$ cat config.mk
export PLATFORM = sky130hd
export DESIGN_NAME = bitmap_next_bit_search
export DESIGN_NICKNAME = d
export VERILOG_FILES = /design/src/design/bnbs_pkg.sv /design/src/design/bnbs_ram.sv /design/src/design/bnbs_ctrl.sv /design/src/design/bnbs_dp.sv /design/src/design/bitmap_next_bit_search.sv
export VERILOG_INCLUDE_DIRS = /design/src /design/src/design
export SDC_FILE = /design/constraint.sdc
export NUM_CORES = 2
export LEC_CHECK = 0
export ABC_CLOCK_PERIOD_IN_PS = 10900
export BUFFER_PORTS_ARGS = -buffer_cell sky130_fd_sc_hd__buf_2
export CAP_MARGIN = 15
export CORE_ASPECT_RATIO = 1.75
export CORE_MARGIN = 2
export CORE_UTILIZATION = 50
export DETAILED_ROUTE_END_ITERATION = 6
export HOLD_SLACK_MARGIN = 0.12
export PLACE_DENSITY = 0.66
export SYNTH_ARGS = -nofsm -noshare
export SYNTH_HDL_FRONTEND = slang
export SYNTH_SLANG_ARGS = --single-unit
$ cat constraint.sdc
create_clock -name clk -period 10.9 [get_ports clk]
set_input_delay 1.09 -clock clk [delete_from_list [all_inputs] [get_ports clk]]
set_output_delay 1.09 -clock clk [all_outputs]
set_load 0.01 [all_outputs]
$ cat src/design/bitmap_next_bit_search_defines.svh
// assertion macros of the bitmap search rtl, used by the controller
`ifndef BITMAP_NEXT_BIT_SEARCH_DEFINES_SVH
`define BITMAP_NEXT_BIT_SEARCH_DEFINES_SVH

// property checked at every clock edge outside reset
`define BNBS_CHECK(lbl, prop, msg) \
  lbl: assert property (@(posedge clk) disable iff (!rst_n) (prop)) else $error(msg);

// consequent required in the cycle after the antecedent
`define BNBS_CHECK_NEXT(lbl, ante, cons, msg) \
  lbl: assert property (@(posedge clk) disable iff (!rst_n) (ante) |=> (cons)) else $error(msg);

`endif

$ cat src/design/bnbs_pkg.sv
// shared types, constants and helpers of the bitmap search block
package bnbs_pkg;

  localparam int IDX_W         = 13;
  localparam int WIDX_W        = 6;
  localparam int DATA_W        = 64;
  localparam int POS_W         = 6;
  localparam int MODE_W        = 2;
  localparam int DEF_WORD_BITS = 64;
  localparam int DEF_WORDS     = 64;

  localparam logic [MODE_W-1:0] MODE_WRITE      = 2'd0;
  localparam logic [MODE_W-1:0] MODE_FIND_SET   = 2'd1;
  localparam logic [MODE_W-1:0] MODE_FIND_CLEAR = 2'd2;

  typedef enum logic [2:0] {
    S_CLEAR,
    S_IDLE,
    S_DECODE,
    S_CORR,
    S_ISSUE,
    S_SCAN,
    S_RESP
  } state_t;

  typedef struct packed {
    logic clr;
    logic load;
    logic decode;
    logic corr;
    logic issue;
    logic scan;
    logic out_load;
  } ctrl_cmd_t;

  typedef struct packed {
    logic clr_last;
    logic search;
    logic empty;
    logic scan_done;
  } dp_status_t;

  // index of the lowest set bit, halving search in POS_W steps
  function automatic logic [POS_W-1:0] first_set(input logic [DATA_W-1:0] v);
    logic [DATA_W-1:0] x;
    logic [POS_W-1:0]  p;
    x = v;
    p = '0;
    for (int s = POS_W - 1; s >= 0; s--) begin
      if ((x & ((DATA_W'(1) << (1 << s)) - DATA_W'(1))) == '0) begin
        p[s] = 1'b1;
        x    = x >> (1 << s);
      end
    end
    return p;
  endfunction

endpackage

$ cat src/design/bnbs_ram.sv
// generic single write port ram with registered read
module bnbs_ram #(
  parameter int WIDTH = 64,
  parameter int DEPTH = 64,
  parameter int AW    = (DEPTH > 1) ? $clog2(DEPTH) : 1
) (
  input  logic             clk,
  input  logic             we,
  input  logic [AW-1:0]    waddr,
  input  logic [WIDTH-1:0] wdata,
  input  logic             re,
  input  logic [AW-1:0]    raddr,
  output logic [WIDTH-1:0] rdata
);

  logic [WIDTH-1:0] mem [DEPTH];
  logic [WIDTH-1:0] rdata_r;

  always_ff @(posedge clk) begin
    if (we) begin
      mem[waddr] <= wdata;
    end
    if (re) begin
      rdata_r <= mem[raddr];
    end
  end

  assign rdata = rdata_r;

endmodule

$ cat src/design/bnbs_ctrl.sv
// controller state machine of the bitmap search block
`include "bitmap_next_bit_search_defines.svh"

module bnbs_ctrl (
  input  logic                   clk,
  input  logic                   rst_n,
  input  logic                   in_valid,
  output logic                   in_ready,
  output logic                   out_valid,
  input  logic                   out_ready,
  input  bnbs_pkg::dp_status_t   status,
  output bnbs_pkg::ctrl_cmd_t    cmd
);
  import bnbs_pkg::*;

  state_t state_r;
  state_t state_nxt;
  logic   out_valid_r;
  logic   out_valid_nxt;
  logic   out_free;

  assign out_free = !out_valid_r || out_ready;

  always_comb begin
    state_nxt = state_r;
    unique case (state_r)
      S_CLEAR:  if (status.clr_last) state_nxt = S_IDLE;
      S_IDLE:   if (in_valid) state_nxt = S_DECODE;
      S_DECODE: state_nxt = status.search ? S_CORR : S_RESP;
      S_CORR:   state_nxt = status.empty ? S_RESP : S_ISSUE;
      S_ISSUE:  state_nxt = S_SCAN;
      S_SCAN:   if (status.scan_done) state_nxt = S_RESP;
      S_RESP:   if (out_free) state_nxt = S_IDLE;
      default:  state_nxt = S_CLEAR;
    endcase
  end

  always_comb begin
    cmd = '0;
    unique case (state_r)
      S_CLEAR:  cmd.clr = 1'b1;
      S_IDLE:   cmd.load = in_valid;
      S_DECODE: cmd.decode = 1'b1;
      S_CORR:   cmd.corr = 1'b1;
      S_ISSUE:  cmd.issue = 1'b1;
      S_SCAN:   cmd.scan = 1'b1;
      S_RESP:   cmd.out_load = out_free;
      default:  cmd = '0;
    endcase
  end

  always_comb begin
    out_valid_nxt = out_valid_r;
    if (cmd.out_load) begin
      out_valid_nxt = 1'b1;
    end else if (out_ready) begin
      out_valid_nxt = 1'b0;
    end
  end

  always_ff @(posedge clk) begin
    if (!rst_n) begin
      state_r     <= S_CLEAR;
      out_valid_r <= 1'b0;
    end else begin
      state_r     <= state_nxt;
      out_valid_r <= out_valid_nxt;
    end
  end

  assign in_ready  = (state_r == S_IDLE);
  assign out_valid = out_valid_r;

  `BNBS_CHECK(a_no_overwrite, cmd.out_load |-> (!out_valid_r || out_ready), "pending word lost")
  `BNBS_CHECK(a_clear_blocks, (state_r == S_CLEAR) |-> !in_ready, "input taken while clearing")
  `BNBS_CHECK_NEXT(a_accept_decode, in_valid && in_ready, state_r == S_DECODE, "accept without decode")
  `BNBS_CHECK(a_rise_from_resp, $rose(out_valid_r) |-> $past(state_r == S_RESP), "stray result")

endmodule

$ cat src/design/bnbs_dp.sv
// datapath of the bitmap search block: bitmap ram, word scan and result registers
module bnbs_dp #(
  parameter int WORD_BITS = bnbs_pkg::DEF_WORD_BITS,
  parameter int WORDS     = bnbs_pkg::DEF_WORDS
) (
  input  logic                                clk,
  input  logic                                rst_n,
  input  bnbs_pkg::ctrl_cmd_t                 cmd,
  output bnbs_pkg::dp_status_t                status,
  input  logic [bnbs_pkg::MODE_W-1:0]         in_mode,
  input  logic [bnbs_pkg::WIDX_W-1:0]         in_word_index,
  input  logic [bnbs_pkg::DATA_W-1:0]         in_word_data,
  input  logic [bnbs_pkg::IDX_W-1:0]          in_bit_limit,
  input  logic [bnbs_pkg::IDX_W-1:0]          in_start_bit,
  output logic [bnbs_pkg::IDX_W-1:0]          out_found_index,
  output logic                                out_found
);
  import bnbs_pkg::*;

  localparam int AW      = (WORDS > 1) ? $clog2(WORDS) : 1;
  localparam int OW      = $clog2(WORD_BITS);
  localparam int RSH     = 20;
  localparam int RECIP_W = 21;
  localparam int PROD_W  = IDX_W + RECIP_W;
  localparam int SUM_W   = IDX_W + 1;

  localparam logic [RECIP_W-1:0] RECIP    = RECIP_W'((1 << RSH) / WORD_BITS);
  localparam logic [IDX_W-1:0]   WB_C     = IDX_W'(WORD_BITS);
  localparam logic [IDX_W-1:0]   WORDS_C  = IDX_W'(WORDS);
  localparam logic [AW-1:0]      LAST_C   = AW'(WORDS - 1);

  logic [MODE_W-1:0]    mode_r;
  logic [WIDX_W-1:0]    widx_r;
  logic [WORD_BITS-1:0] data_r;
  logic [IDX_W-1:0]     limit_r;
  logic [IDX_W-1:0]     start_r;
  logic [IDX_W-1:0]     q0_r;
  logic [IDX_W-1:0]     rd_word_r;
  logic [IDX_W-1:0]     base_r;
  logic [OW-1:0]        off_r;
  logic                 past_r;
  logic [IDX_W-1:0]     res_idx_r;
  logic                 res_found_r;
  logic [IDX_W-1:0]     out_idx_r;
  logic                 out_found_r;
  logic [AW-1:0]        clr_cnt_r;

  logic                 search;
  logic                 want;
  logic                 wr_ok;
  logic [PROD_W-1:0]    prod;
  logic [IDX_W-1:0]     qwb;
  logic [IDX_W-1:0]     rem0;
  logic                 fix;
  logic [IDX_W-1:0]     rem;
  logic [IDX_W-1:0]     q;
  logic                 empty;

  logic                 ram_we;
  logic [AW-1:0]        ram_waddr;
  logic [WORD_BITS-1:0] ram_wdata;
  logic                 ram_re;
  logic [WORD_BITS-1:0] ram_rdata;

  logic [WORD_BITS-1:0] word_v;
  logic [WORD_BITS-1:0] cand;
  logic [POS_W-1:0]     pos;
  logic [SUM_W-1:0]     idx_sum;
  logic [SUM_W-1:0]     end_sum;
  logic [SUM_W-1:0]     lim_ext;
  logic                 hit;
  logic                 scan_done;

  assign search = (mode_r == MODE_FIND_SET) || (mode_r == MODE_FIND_CLEAR);
  assign want   = (mode_r == MODE_FIND_SET);
  assign wr_ok  = (mode_r == MODE_WRITE) && (IDX_W'(widx_r) < WORDS_C);

  // start / WORD_BITS by reciprocal, low by at most one
  assign prod  = PROD_W'(start_r) * PROD_W'(RECIP);
  assign qwb   = q0_r * WB_C;
  assign rem0  = start_r - qwb;
  assign fix   = (rem0 >= WB_C);
  assign rem   = fix ? (rem0 - WB_C) : rem0;
  assign q     = q0_r + IDX_W'(fix);
  assign empty = (start_r >= limit_r);

  assign ram_we    = cmd.clr || (cmd.decode && wr_ok);
  assign ram_waddr = cmd.clr ? clr_cnt_r : AW'(widx_r);
  assign ram_wdata = cmd.clr ? '0 : data_r;
  assign ram_re    = cmd.issue || cmd.scan;

  bnbs_ram #(
    .WIDTH (WORD_BITS),
    .DEPTH (WORDS),
    .AW    (AW)
  ) u_ram (
    .clk   (clk),
    .we    (ram_we),
    .waddr (ram_waddr),
    .wdata (ram_wdata),
    .re    (ram_re),
    .raddr (rd_word_r[AW-1:0]),
    .rdata (ram_rdata)
  );

  // words past the store read as zero
  assign word_v  = past_r ? '0 : ram_rdata;
  assign cand    = (want ? word_v : ~word_v) & ({WORD_BITS{1'b1}} << off_r);
  assign pos     = first_set(DATA_W'(cand));
  assign idx_sum = {1'b0, base_r} + SUM_W'(pos);
  assign end_sum = {1'b0, base_r} + SUM_W'(WB_C);
  assign lim_ext = {1'b0, limit_r};
  assign hit       = (|cand) && (idx_sum < lim_ext);
  // a set-bit search past the store can never match
  assign scan_done = hit || (end_sum >= lim_ext) || (past_r && want);

  always_ff @(posedge clk) begin
    if (!rst_n) begin
      clr_cnt_r <= '0;
    end else if (cmd.clr) begin
      clr_cnt_r <= clr_cnt_r + AW'(1);
    end
  end

  always_ff @(posedge clk) begin
    if (cmd.load) begin
      mode_r  <= in_mode;
      widx_r  <= in_word_index;
      data_r  <= in_word_data[WORD_BITS-1:0];
      limit_r <= in_bit_limit;
      start_r <= in_start_bit;
    end
    if (cmd.decode) begin
      q0_r <= prod[RSH +: IDX_W];
      if (!search) begin
        res_idx_r   <= '0;
        res_found_r <= 1'b0;
      end
    end
    if (cmd.corr) begin
      rd_word_r <= q;
      base_r    <= start_r - rem;
      off_r     <= rem[OW-1:0];
      if (empty) begin
        res_idx_r   <= limit_r;
        res_found_r <= 1'b0;
      end
    end
    if (cmd.issue || cmd.scan) begin
      past_r    <= (rd_word_r >= WORDS_C);
      rd_word_r <= rd_word_r + IDX_W'(1);
    end
    if (cmd.scan) begin
      base_r <= end_sum[IDX_W-1:0];
      off_r  <= '0;
      if (scan_done) begin
        res_idx_r   <= hit ? idx_sum[IDX_W-1:0] : limit_r;
        res_found_r <= hit;
      end
    end
    if (cmd.out_load) begin
      out_idx_r   <= res_idx_r;
      out_found_r <= res_found_r;
    end
  end

  assign status.clr_last  = (clr_cnt_r == LAST_C);
  assign status.search    = search;
  assign status.empty     = empty;
  assign status.scan_done = scan_done;

  assign out_found_index = out_idx_r;
  assign out_found       = out_found_r;

endmodule

$ cat src/design/bitmap_next_bit_search.sv
// top level of the bitmap next-bit search block
// Usage: each input word either writes one bitmap word (mode 0) or searches
// [in_start_bit, in_bit_limit) for the lowest set (mode 1) or clear (mode 2)
// bit; every input word yields exactly one output word. Both channels use
// valid/ready. out_found_index is the hit index, or the limit on a search
// miss; a write or unused mode 3 gives index 0, out_found low. A search
// reads bitmap words upward from the one holding in_start_bit, one ram read
// per cycle in the scan loop, until a hit, the limit or, in a set-bit search,
// the end of the store; this scan loop sets the search time. A new word is
// taken only after the previous result has entered the output register.
// After reset the ram is zeroed one word per cycle, all WORDS words, with
// in_ready low. The output register holds a result while out_ready is low;
// the next input word is still accepted and runs, and its result waits in
// the datapath until the output register is free.
module bitmap_next_bit_search #(
  parameter int WORD_BITS = bnbs_pkg::DEF_WORD_BITS,
  parameter int WORDS     = bnbs_pkg::DEF_WORDS
) (
  input  logic                         clk,
  input  logic                         rst_n,
  input  logic                         in_valid,
  output logic                         in_ready,
  input  logic [bnbs_pkg::MODE_W-1:0]  in_mode,
  input  logic [bnbs_pkg::WIDX_W-1:0]  in_word_index,
  input  logic [bnbs_pkg::DATA_W-1:0]  in_word_data,
  input  logic [bnbs_pkg::IDX_W-1:0]   in_bit_limit,
  input  logic [bnbs_pkg::IDX_W-1:0]   in_start_bit,
  output logic                         out_valid,
  input  logic                         out_ready,
  output logic [bnbs_pkg::IDX_W-1:0]   out_found_index,
  output logic                         out_found
);
  import bnbs_pkg::*;

  ctrl_cmd_t  cmd;
  dp_status_t status;

  bnbs_ctrl u_ctrl (
    .clk       (clk),
    .rst_n     (rst_n),
    .in_valid  (in_valid),
    .in_ready  (in_ready),
    .out_valid (out_valid),
    .out_ready (out_ready),
    .status    (status),
    .cmd       (cmd)
  );

  bnbs_dp #(
    .WORD_BITS (WORD_BITS),
    .WORDS     (WORDS)
  ) u_dp (
    .clk             (clk),
    .rst_n           (rst_n),
    .cmd             (cmd),
    .status          (status),
    .in_mode         (in_mode),
    .in_word_index   (in_word_index),
    .in_word_data    (in_word_data),
    .in_bit_limit    (in_bit_limit),
    .in_start_bit    (in_start_bit),
    .out_found_index (out_found_index),
    .out_found       (out_found)
  );

endmodule
==> results_dict.tcl <==
set metrics [dict create \
    nFillCells 23890 \
    drt-total-wl_microns 475400 \
    hold_path.class "in -> reg" \
    synth_ff_type "edfxtp_1" \
    critPathRequiredTime_ps 11720 \
    timing.final.ws_setup_ps 4079 \
    tightest_slew_ps 1291 \
    synth_nets 7241 \
    fin_worst_skew_ps 76.41 \
    path_cells "inv_1 > ha_4 > buf_4 > nor2_1 > mux2i_1 > a211oi_2 > nor4b_2 > and3_1 > nand2_4 > inv_1 > a31oi_1 > a221oi_1 > o211ai_1 > and2_1 > and2_1 > ha_1 > ha_1 > a21oi_1 > nand2_1 > nand2_1 > nand2b_1 > o31a_1 > a221o_1" \
    p_per_area_nw_per_um2 170.4 \
    numClockSinks 4330 \
    cp-start-kind "flip-flop" \
    finalHoldViolCount 0 \
    cts_setup_buffers 0 \
    yosysWarnings 0 \
    ys_seq_area_share_pct 77.15 \
    max-cap-violations 0 \
    muxShareOfSynthArea_pct 18.08 \
    grt_max_degree 140 \
    drt_iter0_markers 10730 \
    place_congestion 0.8507 \
    cts_buffers 385 \
    synth_edf_count 4300 \
    drtPass1Iterations 6 \
    maxSlewViolCount 0 \
    rsz0062_at_grt "no" \
    dpl.hpwl_microns 249600 \
    post_route_cells_drive_above_1_share_pct 31.45 \
    seq_area_sq_um 129700 \
    clock_latency_ps 960 \
    crit_buf_inv 3 \
    synth-compound-area-share_pct 1.205 \
    ys_types 91 \
    synthesis.area_sq_um 168100 \
    h-tree-depth 5 \
    synth_xor_area_share_pct 0.4740 \
    antenna_found_initial 28 \
    port_buffers 117 \
    vias 81260 \
    fp.dieH_microns 771.1 \
    routedWlPerCell_microns 38.94 \
    slowest_delay_ps 590 \
    ys_seq_elements 4330 \
    status "completed" \
    ir_worst_vdd_mv 0.1495 \
    clkTransAtPathRegs_ps 70 \
    yosys.area_share.simple_pct 1.617 \
    instances_no_fill 12210 \
    leakagePower_nw 58.05 \
    drc 0 \
    multi_input_area_sq_um 37650 \
    track_usage_pct 27.67 \
    grt_pass1_vias 81680 \
    fin_nets 7627 \
    rows 281 \
    ant_nets 0 \
    place_ws_ps 3775 \
    placed_cells 11420 \
    setup_tns_ps 0 \
    io_pins 118 \
    grt_pass1_wl_microns 652300 \
    overflow 0 \
    cp_max_fo 40 \
    cp.arrival_ps 7640 \
    clock.fmax_ghz 0.1466 \
    crit_family "compound AO/OA/AOI/OAI gates" \
    setup_viol 0 \
    cpMaxStageDelayCell "buf_4" \
    synth_fa_ha_area_share_pct 0.4286 \
    critPathKind "reg -> reg" \
    die_w_microns 442.4 \
    dieArea_sq_um 341100 \
    period_needed_ps 6821 \
    synth_top_family_by_area "multiplexers" \
    cts_hold_buf 0 \
    cts_tree "yes" \
    syn_inst 7082 \
    ctsRootBufferMaster "clkbuf_16" \
    synthArstFlopShare_pct 0 \
    start_util_pct 50.24 \
    relSlewSlack_pct 13.96 \
    endpoint_kind "flip-flop" \
    cts-resized-gates 0 \
    area_growth_pct 12.68 \
    vias_per_cell 6.658 \
    post-route-period-util_pct 62.58 \
    clock_path_buffers 4 \
    syn_area_per_cell_sq_um 23.74 \
    core-area_sq_um 334700 \
]
-- final cells by class --
class                   instances  share of cell area, %
multi-input cells            2321                  19.87
inverters                      55                 0.1156
clock buffers                 450                  5.247
flip-flops and latches       4330                  68.47
clock inverters               250                  1.455
diodes                         39                0.05151
well taps                    4386                  2.896
repair buffers                375                  1.890
-- cells in the mapped netlist (all sizes together), types with 30 or more instances --
cell type / instances / area share, %
nor2b: 118 / 0.44
nor2: 123 / 0.28
inv: 54 / 0.12
buf: 138 / 0.39
edfxtp: 4300 / 77
ha: 56 / 0.42
xnor2: 74 / 0.39
mux4: 1344 / 18
dfxtp: 30 / 0.36
clkbuf: 238 / 0.53
nand3: 40 / 0.12
a21oi: 51 / 0.15
nand2: 97 / 0.22
o21ai: 77 / 0.23
-- kinds of logic after synthesis --
kind of cell	count (synthesis)
compound gates	295
simple gates	520
buf+inv	431
xor+xnor	91
mux	1357
other cells	1
fa+ha+maj	57
flops	4330
-- through the flow --
stage / util [%] / area, sq um / hold WS [ps] / power, mW
final: 56.61 / 189500 / 299.9 / 32.29
after global routing: 56.60 / 189400 / 272.9 / 33.03
after CTS: 56.26 / 188300 / 237.7 / 32.46
after detailed placement: 52.46 / 175600 / 443.6 / 18.73
after global placement: 52.45 / 175500 / 453.4 / 18.72
after floorplan: - / 168100 / 408.0 / 18.59
-- path summary, 6_finish.rpt --
path / from / slack (ps) / cells past startpoint / endpoint
max: u_dp.mode_r[1] / 4080 / 23 / u_dp.res_idx_r[7]
min: in_word_data[58] / 300 / 1 / u_dp.data_r[58]
max reg2reg: u_dp.mode_r[1] / 4080 / 23 / u_dp.res_idx_r[7]
min reg2reg: u_dp.res_idx_r[4] / 460 / 0 / u_dp.out_found_index[4]
-- registers in the layout, indices dropped and copies added, names as in the netlist, 2 cells and up --
signal                count
u_ctrl.state_r            3
u_dp.u_ram.mem         4096
u_dp.clr_cnt_r            6
u_dp.u_ram.rdata         64
u_dp.base_r               7
u_dp.limit_r             13
u_dp.widx_r               6
u_dp.data_r              64
u_dp.res_idx_r           13
u_dp.off_r                6
u_dp.q0_r                 7
u_dp.rd_word_r           13
u_dp.mode_r               2
u_dp.start_r             13
u_dp.out_found_index     13
-- report_power, final --
group,internal (mW),switching [mW]
clock,7.77,6.15
combinational,0.0630,0.160
sequential,18.1,0.0243
-- cells in the final DEF (no fill, tap or decap), drive strengths merged, types with 7 or more instances in the layout --
cell      count
o31ai        12
nand4        17
ha           56
nand2        97
inv          77
a221o         7
nand3        40
or3          10
bufinv       50
clkbuf      450
a22oi        14
mux4       1344
xor2         17
and3         13
o221ai        7
a21oi        51
a31oi        12
clkinv      158
nand2b       19
a21o         11
mux2i        11
o211ai       12
diode        39
nor3         28
o21a         27
o21ai        77
nor2        123
dfxtp        30
nor2b       118
clkinvlp     20
and2         17
buf         375
edfxtp     4300
a211oi       11
xnor2        74
or2           9
-- per-layer routing --
layer  share of wire [%]  vias to the layer above  wire length [microns]  global-route usage, %
li1                    -                    31140                      -                      -
met1                  34                    44440                 163800                  34.60
met2                  52                     4720                 249200                  48.44
met3                 8.3                      955                  39480                  3.977
met4                 4.8                       10                  22840                  11.88
met5               0.014                        -                     68                      0
Note: power is estimated with default switching activity, not from simulation.
